<file path="src/rtl/core/fcrc_pkg.sv">
// Shared constants, operation codes and interface structs of the frame capture block.
// No dependencies.
`default_nettype none

package fcrc_pkg;

	localparam int FRAME_BYTES  = 324;
	localparam int REPORT_BYTES = 64;
	localparam int PART_COUNT   = 7;

	localparam int BYTE_W      = 8;
	localparam int PART_W      = 3;
	localparam int VALID_BIT   = 6;
	localparam int PIXEL_SHIFT = 2;

	localparam int ADDR_W   = $clog2(FRAME_BYTES);
	localparam int WPOS_W   = $clog2(FRAME_BYTES + 1);
	localparam int KIDX_W   = $clog2(REPORT_BYTES);
	localparam int PIX_SPAN = (REPORT_BYTES - 1) * (PART_COUNT - 1);
	localparam int POS_MAX  = (PIX_SPAN > FRAME_BYTES) ? PIX_SPAN : FRAME_BYTES;
	localparam int POS_W    = $clog2(POS_MAX + 1);

	typedef enum logic [1:0] {
		OP_START  = 2'd0,
		OP_PIXEL  = 2'd1,
		OP_MOTION = 2'd2,
		OP_REPORT = 2'd3
	} op_t;

	typedef struct packed {
		logic              we;
		logic [ADDR_W-1:0] waddr;
		logic [BYTE_W-1:0] wdata;
		logic [ADDR_W-1:0] raddr;
	} ram_req_t;

	typedef struct packed {
		logic busy;
		logic part_zero;
	} seq_status_t;

endpackage

`default_nettype wire

</file>
<file path="src/rtl/core/fcrc_pixel_store.sv">
// Pixel frame memory with one write and one registered read port per cycle.
// Runs a clearing sweep after reset. Depends on fcrc_pkg.
`default_nettype none

module fcrc_pixel_store (
	input  wire logic                            clk,
	input  wire logic                            arst_n,
	input  wire fcrc_pkg::ram_req_t              req,
	output logic     [fcrc_pkg::BYTE_W-1:0]      rd_data,
	output logic                                 clearing
);

	logic [fcrc_pkg::BYTE_W-1:0] mem_q [fcrc_pkg::FRAME_BYTES];
	logic [fcrc_pkg::BYTE_W-1:0] rd_data_q;
	logic [fcrc_pkg::ADDR_W-1:0] clr_q;
	logic                        clearing_q;

	logic                        we;
	logic [fcrc_pkg::ADDR_W-1:0] waddr;
	logic [fcrc_pkg::BYTE_W-1:0] wdata;

	always_comb begin
		if (clearing_q) begin
			we    = 1'b1;
			waddr = clr_q;
			wdata = '0;
		end else begin
			we    = req.we;
			waddr = req.waddr;
			wdata = req.wdata;
		end
	end

	always_ff @(posedge clk or negedge arst_n) begin
		if (!arst_n) begin
			clr_q      <= '0;
			clearing_q <= 1'b1;
		end else if (clearing_q) begin
			if (clr_q == fcrc_pkg::ADDR_W'(fcrc_pkg::FRAME_BYTES - 1)) begin
				clearing_q <= 1'b0;
			end else begin
				clr_q <= clr_q + 1'b1;
			end
		end
	end

	always_ff @(posedge clk) begin
		if (we) begin
			mem_q[waddr] <= wdata;
		end
		rd_data_q <= mem_q[req.raddr];
	end

	assign rd_data  = rd_data_q;
	assign clearing = clearing_q;

endmodule

`default_nettype wire

</file>
<file path="src/rtl/core/fcrc_report_seq.sv">
// Report sequencer: part counter, memory read stage and output register.
// Depends on fcrc_pkg.
`default_nettype none

module fcrc_report_seq (
	input  wire logic                              clk,
	input  wire logic                              arst_n,
	input  wire logic                              start,
	input  wire logic     [fcrc_pkg::BYTE_W-1:0]   motion_x,
	input  wire logic     [fcrc_pkg::BYTE_W-1:0]   motion_y,
	input  wire logic     [fcrc_pkg::BYTE_W-1:0]   rd_data,
	output logic          [fcrc_pkg::ADDR_W-1:0]   raddr,
	output fcrc_pkg::seq_status_t                  status,
	output logic                                   byte_valid,
	input  wire logic                              byte_ready,
	output logic          [fcrc_pkg::BYTE_W-1:0]   report_byte,
	output logic                                   last
);

	typedef enum logic [2:0] {
		SRC_RAM,
		SRC_ZERO,
		SRC_MX,
		SRC_MY,
		SRC_PART
	} src_t;

	logic [fcrc_pkg::PART_W-1:0] part_q;
	logic [fcrc_pkg::POS_W-1:0]  base_q;
	logic [fcrc_pkg::PART_W-1:0] rep_part_q;
	logic                        rep_motion_q;
	logic                        fetch_q;
	logic [fcrc_pkg::POS_W-1:0]  pos_q;
	logic [fcrc_pkg::KIDX_W-1:0] k_q;

	logic                        valid_s1;
	src_t                        src_s1;
	logic [fcrc_pkg::ADDR_W-1:0] addr_s1;

	logic                        out_valid_q;
	logic [fcrc_pkg::BYTE_W-1:0] out_byte_q;
	logic                        out_last_q;

	logic                        motion_now;
	logic                        out_load;
	logic                        s1_adv;
	logic                        in_frame;
	logic [fcrc_pkg::ADDR_W-1:0] fetch_addr;
	src_t                        fetch_src;
	logic [fcrc_pkg::BYTE_W-1:0] src_byte;

	assign motion_now = (part_q >= fcrc_pkg::PART_W'(fcrc_pkg::PART_COUNT - 1));
	assign out_load   = valid_s1 && (!out_valid_q || byte_ready);
	assign s1_adv     = !valid_s1 || out_load;
	assign in_frame   = (pos_q < fcrc_pkg::POS_W'(fcrc_pkg::FRAME_BYTES));
	assign fetch_addr = in_frame ? pos_q[fcrc_pkg::ADDR_W-1:0] : '0;
	assign raddr      = s1_adv ? fetch_addr : addr_s1;

	always_comb begin
		if (k_q == fcrc_pkg::KIDX_W'(fcrc_pkg::REPORT_BYTES - 1)) begin
			fetch_src = SRC_PART;
		end else if (!rep_motion_q) begin
			fetch_src = in_frame ? SRC_RAM : SRC_ZERO;
		end else if (k_q == '0) begin
			fetch_src = SRC_MX;
		end else if (k_q == fcrc_pkg::KIDX_W'(1)) begin
			fetch_src = SRC_MY;
		end else begin
			fetch_src = SRC_ZERO;
		end
	end

	always_comb begin
		case (src_s1)
			SRC_RAM:  src_byte = rd_data;
			SRC_MX:   src_byte = motion_x;
			SRC_MY:   src_byte = motion_y;
			SRC_PART: src_byte = fcrc_pkg::BYTE_W'(rep_part_q);
			default:  src_byte = '0;
		endcase
	end

	always_ff @(posedge clk or negedge arst_n) begin
		if (!arst_n) begin
			part_q       <= '0;
			base_q       <= '0;
			rep_part_q   <= '0;
			rep_motion_q <= 1'b0;
			fetch_q      <= 1'b0;
			pos_q        <= '0;
			k_q          <= '0;
		end else if (start) begin
			fetch_q      <= 1'b1;
			pos_q        <= base_q;
			k_q          <= '0;
			rep_part_q   <= part_q;
			rep_motion_q <= motion_now;
			if (motion_now) begin
				part_q <= '0;
				base_q <= '0;
			end else begin
				part_q <= part_q + 1'b1;
				base_q <= base_q + fcrc_pkg::POS_W'(fcrc_pkg::REPORT_BYTES - 1);
			end
		end else if (fetch_q && s1_adv) begin
			pos_q <= pos_q + 1'b1;
			k_q   <= k_q + 1'b1;
			if (k_q == fcrc_pkg::KIDX_W'(fcrc_pkg::REPORT_BYTES - 1)) begin
				fetch_q <= 1'b0;
			end
		end
	end

	always_ff @(posedge clk or negedge arst_n) begin
		if (!arst_n) begin
			valid_s1 <= 1'b0;
			src_s1   <= SRC_ZERO;
			addr_s1  <= '0;
		end else if (fetch_q && s1_adv) begin
			valid_s1 <= 1'b1;
			src_s1   <= fetch_src;
			addr_s1  <= fetch_addr;
		end else if (out_load) begin
			valid_s1 <= 1'b0;
		end
	end

	always_ff @(posedge clk or negedge arst_n) begin
		if (!arst_n) begin
			out_valid_q <= 1'b0;
		end else if (out_load) begin
			out_valid_q <= 1'b1;
		end else if (byte_ready) begin
			out_valid_q <= 1'b0;
		end
	end

	always_ff @(posedge clk) begin
		if (out_load) begin
			out_byte_q <= src_byte;
			out_last_q <= (src_s1 == SRC_PART);
		end
	end

	assign status.busy      = fetch_q || valid_s1;
	assign status.part_zero = (part_q == '0);
	assign byte_valid       = out_valid_q;
	assign report_byte      = out_byte_q;
	assign last             = out_last_q;

endmodule

`default_nettype wire

</file>
<file path="src/rtl/core/frame_capture_report_chunker.sv">
// Top level of the frame capture and report chunking block.
// Depends on fcrc_pkg, fcrc_pixel_store and fcrc_report_seq.
//
//   Channel   Handshake              Payload
//   command   cmd_valid/cmd_ready    op, sensor_byte, delta_x_in, delta_y_in
//   report    byte_valid/byte_ready  report_byte, last
//
// Start, pixel and motion commands are taken back to back.
// A report request streams REPORT_BYTES bytes at one byte per cycle while
// byte_ready is held high, from the memory read stage; the next command can
// be taken once the last byte has entered the output register.
// After reset the pixel memory is cleared one entry a cycle, FRAME_BYTES
// entries in all, with cmd_ready low. A stall on the report side holds the
// read stage in place.
`default_nettype none

module frame_capture_report_chunker (
	input  wire logic                            clk,
	input  wire logic                            arst_n,
	input  wire logic                            cmd_valid,
	output logic                                 cmd_ready,
	input  wire logic [1:0]                      op,
	input  wire logic [fcrc_pkg::BYTE_W-1:0]     sensor_byte,
	input  wire logic [fcrc_pkg::BYTE_W-1:0]     delta_x_in,
	input  wire logic [fcrc_pkg::BYTE_W-1:0]     delta_y_in,
	output logic                                 byte_valid,
	input  wire logic                            byte_ready,
	output logic      [fcrc_pkg::BYTE_W-1:0]     report_byte,
	output logic                                 last
);

	logic [fcrc_pkg::WPOS_W-1:0] wpos_q;
	logic [fcrc_pkg::BYTE_W-1:0] motion_x_q;
	logic [fcrc_pkg::BYTE_W-1:0] motion_y_q;

	fcrc_pkg::ram_req_t          ram_req;
	fcrc_pkg::seq_status_t       seq_status;
	logic [fcrc_pkg::BYTE_W-1:0] rd_data;
	logic [fcrc_pkg::ADDR_W-1:0] raddr;
	logic                        clearing;
	logic                        accept;
	logic                        capture;
	logic                        pixel_wr;

	assign cmd_ready = !clearing && !seq_status.busy;
	assign accept    = cmd_valid && cmd_ready;
	assign capture   = accept && seq_status.part_zero;
	assign pixel_wr  = capture && (op == fcrc_pkg::OP_PIXEL) &&
		sensor_byte[fcrc_pkg::VALID_BIT] &&
		(wpos_q < fcrc_pkg::WPOS_W'(fcrc_pkg::FRAME_BYTES));

	always_comb begin
		ram_req.we    = pixel_wr;
		ram_req.waddr = wpos_q[fcrc_pkg::ADDR_W-1:0];
		ram_req.wdata = sensor_byte << fcrc_pkg::PIXEL_SHIFT;
		ram_req.raddr = raddr;
	end

	always_ff @(posedge clk or negedge arst_n) begin
		if (!arst_n) begin
			wpos_q     <= '0;
			motion_x_q <= '0;
			motion_y_q <= '0;
		end else if (capture) begin
			case (op)
				fcrc_pkg::OP_START: begin
					wpos_q <= '0;
				end
				fcrc_pkg::OP_PIXEL: begin
					if (pixel_wr) begin
						wpos_q <= wpos_q + 1'b1;
					end
				end
				fcrc_pkg::OP_MOTION: begin
					motion_x_q <= delta_x_in;
					motion_y_q <= delta_y_in;
				end
				default: begin
				end
			endcase
		end
	end

	fcrc_pixel_store u_store (
		.clk      (clk),
		.arst_n   (arst_n),
		.req      (ram_req),
		.rd_data  (rd_data),
		.clearing (clearing)
	);

	fcrc_report_seq u_seq (
		.clk         (clk),
		.arst_n      (arst_n),
		.start       (accept && (op == fcrc_pkg::OP_REPORT)),
		.motion_x    (motion_x_q),
		.motion_y    (motion_y_q),
		.rd_data     (rd_data),
		.raddr       (raddr),
		.status      (seq_status),
		.byte_valid  (byte_valid),
		.byte_ready  (byte_ready),
		.report_byte (report_byte),
		.last        (last)
	);

endmodule

`default_nettype wire

</file>
<file path="config.mk">
export PLATFORM = sky130hd
export DESIGN_NAME = frame_capture_report_chunker
export DESIGN_NICKNAME = d
export VERILOG_FILES = /design/src/rtl/core/fcrc_pkg.sv /design/src/rtl/core/fcrc_pixel_store.sv /design/src/rtl/core/fcrc_report_seq.sv /design/src/rtl/core/frame_capture_report_chunker.sv
export SDC_FILE = /design/constraint.sdc
export NUM_CORES = 2
export LEC_CHECK = 0
export BUFFER_PORTS_ARGS = -buffer_cell sky130_fd_sc_hd__buf_2
export CORE_ASPECT_RATIO = 0.9
export CORE_UTILIZATION = 45
export CTS_BUF_LIST = sky130_fd_sc_hd__clkbuf_4 sky130_fd_sc_hd__clkbuf_8 sky130_fd_sc_hd__clkbuf_16
export CTS_CLUSTER_DIAMETER = 30
export CTS_CLUSTER_SIZE = 12
export DETAILED_ROUTE_END_ITERATION = 10
export PLACE_DENSITY = 0.57
export SLEW_MARGIN = 10
export SYNTH_ARGS = -nofsm -noshare
export SYNTH_HDL_FRONTEND = slang
export SYNTH_SLANG_ARGS = --single-unit
</file>
<file path="constraint.sdc">
create_clock -name clk -period 27.9 [get_ports clk]
set_input_delay 2.79 -clock clk [delete_from_list [all_inputs] [get_ports clk]]
set_output_delay 2.79 -clock clk [all_outputs]
set_load 0.02 [all_outputs]
</file>
==> Word level (Yosys, flattened, before mapping) <==
Memory sizes are Yosys's and may differ from the RTL's. A register that Yosys moved wholly into a read port is not among the register bits.
Index checks and enable logic that the tools add are counted.
{ "word_totals": {"regBits": 90, "ram_bits": 2592, "input_bits": 30, "out_inout_bits": 11, "word_cells": 98, "memories": 1} }
{ "classes": {"addsub": 6, "magnitude_cmp": 3, "eq_ne": 10, "mux": 30, "n_bitwise": 1, "n_reduce_logical": 29} }
{ "mem_list": {"columns": ["name", "depth", "word_bits", "rd", "rd_ports_with_merged_regs", "wr", "line", "text"], "rows": [
  ["u_store.mem_q", 324, 8, 1, 1, 1, "fcrc_pixel_store.sv:13", "logic [fcrc_pkg::BYTE_W-1:0] mem_q [fcrc_pkg::FRAME_BYTES];"]
]} }
{ "ops": {"columns": ["operator", "count"], "rows": [
  ["9-bit two-way mux", 7],
  ["8-bit case mux with 4 select lines", 1],
  ["9-bit by 1-bit adder with 9-bit output (second input constant)", 3],
  ["9-bit < comparator (second input constant)", 2],
  ["9-bit case mux with 2 select lines", 1],
  ["1-bit two-way mux", 13],
  ["3-bit two-way mux", 4],
  ["6-bit two-way mux", 2],
  ["2-bit nonzero test", 5],
  ["9-bit by 6-bit adder with 9-bit output (second input constant)", 1],
  ["9-bit equality test (second input constant)", 1],
  ["1-bit logical AND", 9],
  ["8-bit two-way mux", 1],
  ["6-bit by 1-bit adder with 6-bit output (second input constant)", 1],
  ["3-bit by 2-bit equality test with 1-bit output (second input constant)", 2],
  ["6-bit by 1-bit equality test with 1-bit output (second input constant)", 1],
  ["6-bit equality test (second input constant)", 1],
  ["3-bit logical NOT", 2],
  ["6-bit logical NOT", 1],
  ["2-bit AND reduction", 3],
  ["2-bit equality test (second input constant)", 2],
  ["1-bit logical NOT", 4],
  ["3-bit by 1-bit adder with 3-bit output (second input constant)", 1],
  ["3-bit equality test (second input constant)", 1],
  ["8 further kinds", 10]
]} }

==> Longest topological paths before layout <==
{ "logic_depth": {"ltp_word": 11, "ltp_mapped": 16, "mapped_depth_nobuf": 10} }

==> Hierarchy <==
A second synthesis with hierarchy kept.
{ "hier_totals": {"hier_cells": 5343, "area_unflattened_um2": 106126.8} }
{ "modules_own_cells": {"columns": ["mod", "instances", "cells_each", "area_each_um2"], "rows": [
  ["fcrc_pixel_store", 1, 4953, 102089.2],
  ["fcrc_report_seq", 1, 292, 2854.0],
  ["frame_capture_report_chunker", 1, 98, 1183.6]
]} }

==> Worst setup path before layout <==
Ideal clock, no wire load.
{ "synth_timing": {"kind": "input -> register", "start": "in sensor_byte[0] in the netlist's numbering", "end": "mem u_store.mem_q[0][2] in the netlist's numbering, data pin", "arrival_ns": 10.546, "t_required_ns": 26.123, "slack_ns": 15.578, "stages": 1, "path_buffers": 0, "cell_sequence": "nor2b_1"} }
{ "synth_between": {"elab_chain_cells": 1} }
{ "synth_lines": {"columns": ["item", "line", "text"], "rows": [
  ["start: declaration", "frame_capture_report_chunker.sv:23", "input wire logic [fcrc_pkg::BYTE_W-1:0] sensor_byte,"],
  ["8-bit two-way mux", "fcrc_pixel_store.sv:23", "if (clearing_q) begin"],
  ["end: declaration", "fcrc_pixel_store.sv:13", null]
]} }
Every way passes these cells.

==> Worst setup path after layout <==
{ "layout_timing": {"start": "in byte_ready", "end": "reg u_store.rd_data_q, in the netlist u_store.rd_data[4] (read register of u_store.mem_q)"} }
{ "layout_between": {"elab_chain_cells": 4} }
{ "layout_lines": {"columns": ["item", "line", "text"], "rows": [
  ["start: declaration", "frame_capture_report_chunker.sv:27", "input wire logic byte_ready,"],
  ["1-bit logical OR", "fcrc_report_seq.sv:53", "assign out_load = valid_s1 && (!out_valid_q || byte_ready);"],
  ["1-bit logical AND", "fcrc_report_seq.sv:53", null],
  ["1-bit logical OR", "fcrc_report_seq.sv:54", "assign s1_adv = !valid_s1 || out_load;"],
  ["9-bit two-way mux", "fcrc_report_seq.sv:57", "assign raddr = s1_adv ? fetch_addr : addr_s1;"],
  ["end: declaration", "fcrc_pixel_store.sv:14", "logic [fcrc_pkg::BYTE_W-1:0] rd_data_q;"]
]} }
Every way passes these cells.
A chain may end at the register's enable or synchronous reset.

==> flow_summary.yaml <==
status:
  status: "complete, but fails checks"
  violations: "DRC"
sta:
  hold-worst-slack_ns: 0.480
  layout_min_cycle_time_ns: 9.39
  rsz0062_at_grt: "false"
  setup_viol: 0
  fmax_mhz: 106
  hold_viol_final: 0
  skew_ns: 0.0612
  finalMaxSlewViolations: 0
  fin_ws_ns: 18.51
  finalCritPeriodShare: 0.337
  slew_headroom: 0.0344
  fin_setup_tns_ns: 0
  worst_pin_slew_ns: 1.44
route:
  ant_nets: 0
  drt-total-wl_um: 224000
  drtIter0Drc: 5556
  drc: 24
  vias: 49900
  wl_per_cell_um: 26.0
  drt-pass1-iter-count: 9
  vias_per_cell: 5.78
placed_design:
  dp_hpwl_um: 125000
  place_ws_ns: 17.71
  numPortBuffers: 39
  place_congestion: 0.836
floorplanning:
  coreArea_um2: 179000
  num_rows: 147
  start_util: 0.455
  die_h_um: 406
  die_area_um2: 183000
  ios: 41
  die_w_um: 451
clock_network:
  ctsHoldBuffers: 0
  cts-resized-gates: 0
  htree_num_levels: 5
  cts.sinks: 2040
  ctsLongestPathBuffers: 4
  clk_pin_slew_ns: 0.04
  root_buffer: "clkbuf_16"
  cts_tree: "yes"
  clk_latency_ns: 0.95
  cts_setup_buffers: 0
  cts_buffers: 427
final_layout:
  nNetsFinal: 5953
  layout_common_cells: "edfxtp_1 (1,953), nand2_1 (1,085), clkbuf_16 (432)"
  drive_gt1_frac: 0.155
  area_delta_synth_final_pct: 20.8
  final_common_cell: "edfxtp_1"
pwr:
  power.total_mw: 12.0
  peakVddDrop_mv: 0.106
  powerDensity_nw_per_um2: 121
  leakage_nw: 33.8
global_routing:
  grt_max_degree: 199
  grt_pass1_wl_um: 328000
  grt_pass1_vias: 48500
  grt_antenna_before_repair: 7
  track_usage: 0.243
  grt_overflow: 0
setup_path:
  path_common_cell: "buf_4"
  critPathMaxFanout: 111
  cp.arrival_ns: 10.11
  startpoint_type: "input pin"
  end_kind: "flop"
  worstPathRequired_ns: 28.62
  critical_path_class: "in2reg"
  critical_path.max_stage_delay_ns: 1.09
  crit_slowest_cell: "nor4_1"
  path_cells: "buf_2 -> nand3b_1 -> buf_4 -> mux2i_4 -> and2_4 -> buf_4 -> buf_4 -> buf_12 -> buf_4 -> mux2i_1 -> o22ai_1 -> or4_1 -> o41ai_1 -> nor4_1 -> nor4_1 -> nor3_1"
logic_synthesis:
  syn-cell-area_um2: 81500
  synth_seq_cells: 2040
  ys_types: 70
  synthesis.nets: 5746
  synth_edf_count: 1953
  synth-seq-area-share: 0.746
  synthCells: 5706
  syn_area_per_cell_um2: 14.3
  async_flop_share: 0.0397
  ys.flop_type: "edfxtp_1"
  yosys_warnings: 0
min_path:
  hold_path.class: "reg2reg"
run:
  cap_violations: 0
-- per-stage QoR --
stage / std cells / utilization / cell area (um2)
detailed placement: 7868 / 0.469 / 84100
global placement: 7868 / 0.469 / 84100
global route: 8636 / 0.550 / 98500
finish: 8638 / 0.550 / 98500
floorplan: 5706 / - / 81500
CTS: 8636 / 0.550 / 98500
-- state kept, by name (all words and copies together), names as in the netlist, 3 cells and up --
signal,count
u_store.mem_q,1944
u_seq.addr_s1,9
u_seq.base_q,9
u_seq.pos_q,9
u_store.clr_q,9
wpos_q,9
motion_x_q,8
motion_y_q,8
u_seq.report_byte,8
u_seq.k_q,6
u_store.rd_data,6
u_seq.part_q,3
u_seq.rep_part_q,3
u_seq.src_s1,3
-- kinds of logic after synthesis --
kind of cell / count (synthesis) / synth area share
xor+xnor: 26 / 0.00279
flops: 2040 / 0.746
simple gates: 1931 / 0.102
fa+ha+maj: 10 / 0.00154
buf+inv: 378 / 0.0223
compound gates: 869 / 0.0637
mux: 452 / 0.0619
-- layer usage --
metal	vias up	global-route usage	wire length (um)	share of wire
met5	-	0	46	0.00020
met2	2154	0.368	103000	0.46
met3	422	0.0463	18700	0.083
li1	22200	-	-	-
met4	6	0.0823	6250	0.028
met1	25100	0.354	97000	0.43
-- synthesized netlist by cell type, drive strengths merged (8+ instances only) --
| cell type | number | area share |
|---|---|---|
| a21oi | 407 | 0.025 |
| nand3 | 103 | 0.0063 |
| and3 | 48 | 0.0037 |
| a211oi | 36 | 0.0033 |
| nor3 | 20 | 0.0012 |
| nand2b | 13 | 0.0010 |
| inv | 14 | 0.00064 |
| xnor2 | 15 | 0.0016 |
| or4 | 16 | 0.0015 |
| nor2 | 390 | 0.018 |
| nor4 | 202 | 0.016 |
| nand4 | 11 | 0.00084 |
| mux2 | 24 | 0.0033 |
| o41ai | 26 | 0.0030 |
| nor2b | 9 | 0.00069 |
| ha | 10 | 0.0015 |
| o21ai | 71 | 0.0045 |
| o22ai | 200 | 0.015 |
| o31ai | 8 | 0.00074 |
| mux2i | 389 | 0.048 |
| xor2 | 11 | 0.0012 |
| buf | 205 | 0.014 |
| a31oi | 30 | 0.0023 |
| and2 | 9 | 0.00072 |
| a311oi | 31 | 0.0033 |
| nand2 | 1090 | 0.050 |
| mux4 | 39 | 0.011 |
| edfxtp | 1953 | 0.72 |
| dfrtp | 79 | 0.024 |
| clkbuf | 159 | 0.0073 |
| a22oi | 23 | 0.0021 |
-- final cells by class --
type	instances	area (um2)
inverters	14	52.6
multi-input cells	3288	19100
diodes	2	5.00
repair buffers	142	1080
fillers	14300	80700
clock buffers	505	11400
clock inverters	263	3000
well taps	2384	2980
flip-flops and latches	2040	60800
-- report_power, final --
part	internal (mW)	switching (mW)	total [mW]
clock	3.42	1.58	5.00
combinational	1.05	2.42	3.47
sequential	3.41	0.0649	3.48
-- critical path, delay by kind of cell --
kind / cells / cell delay [ns]
and+or+nand+nor: 6 / 2.94
AOI/OAI and AO/OA: 2 / 0.27
buffers and inverters: 6 / 3.18
muxes: 2 / 0.67
-- final timing paths --
check	to	from	slack, ns	depth (start not counted)
max	u_store.rd_data[4]	byte_ready	18.51	16
min	u_seq.addr_s1[5]	u_seq.addr_s1[5]	0.48	2
max reg2reg	u_store.rd_data[4]	u_seq.byte_valid	20.05	15
min reg2reg	u_seq.addr_s1[5]	u_seq.addr_s1[5]	0.48	2
max in group asynchronous	u_store.clr_q[6]	arst_n	25.11	1
min in group asynchronous	u_seq.part_q[2]	arst_n	2.05	1
Note: power is estimated with default switching activity, not from simulation.
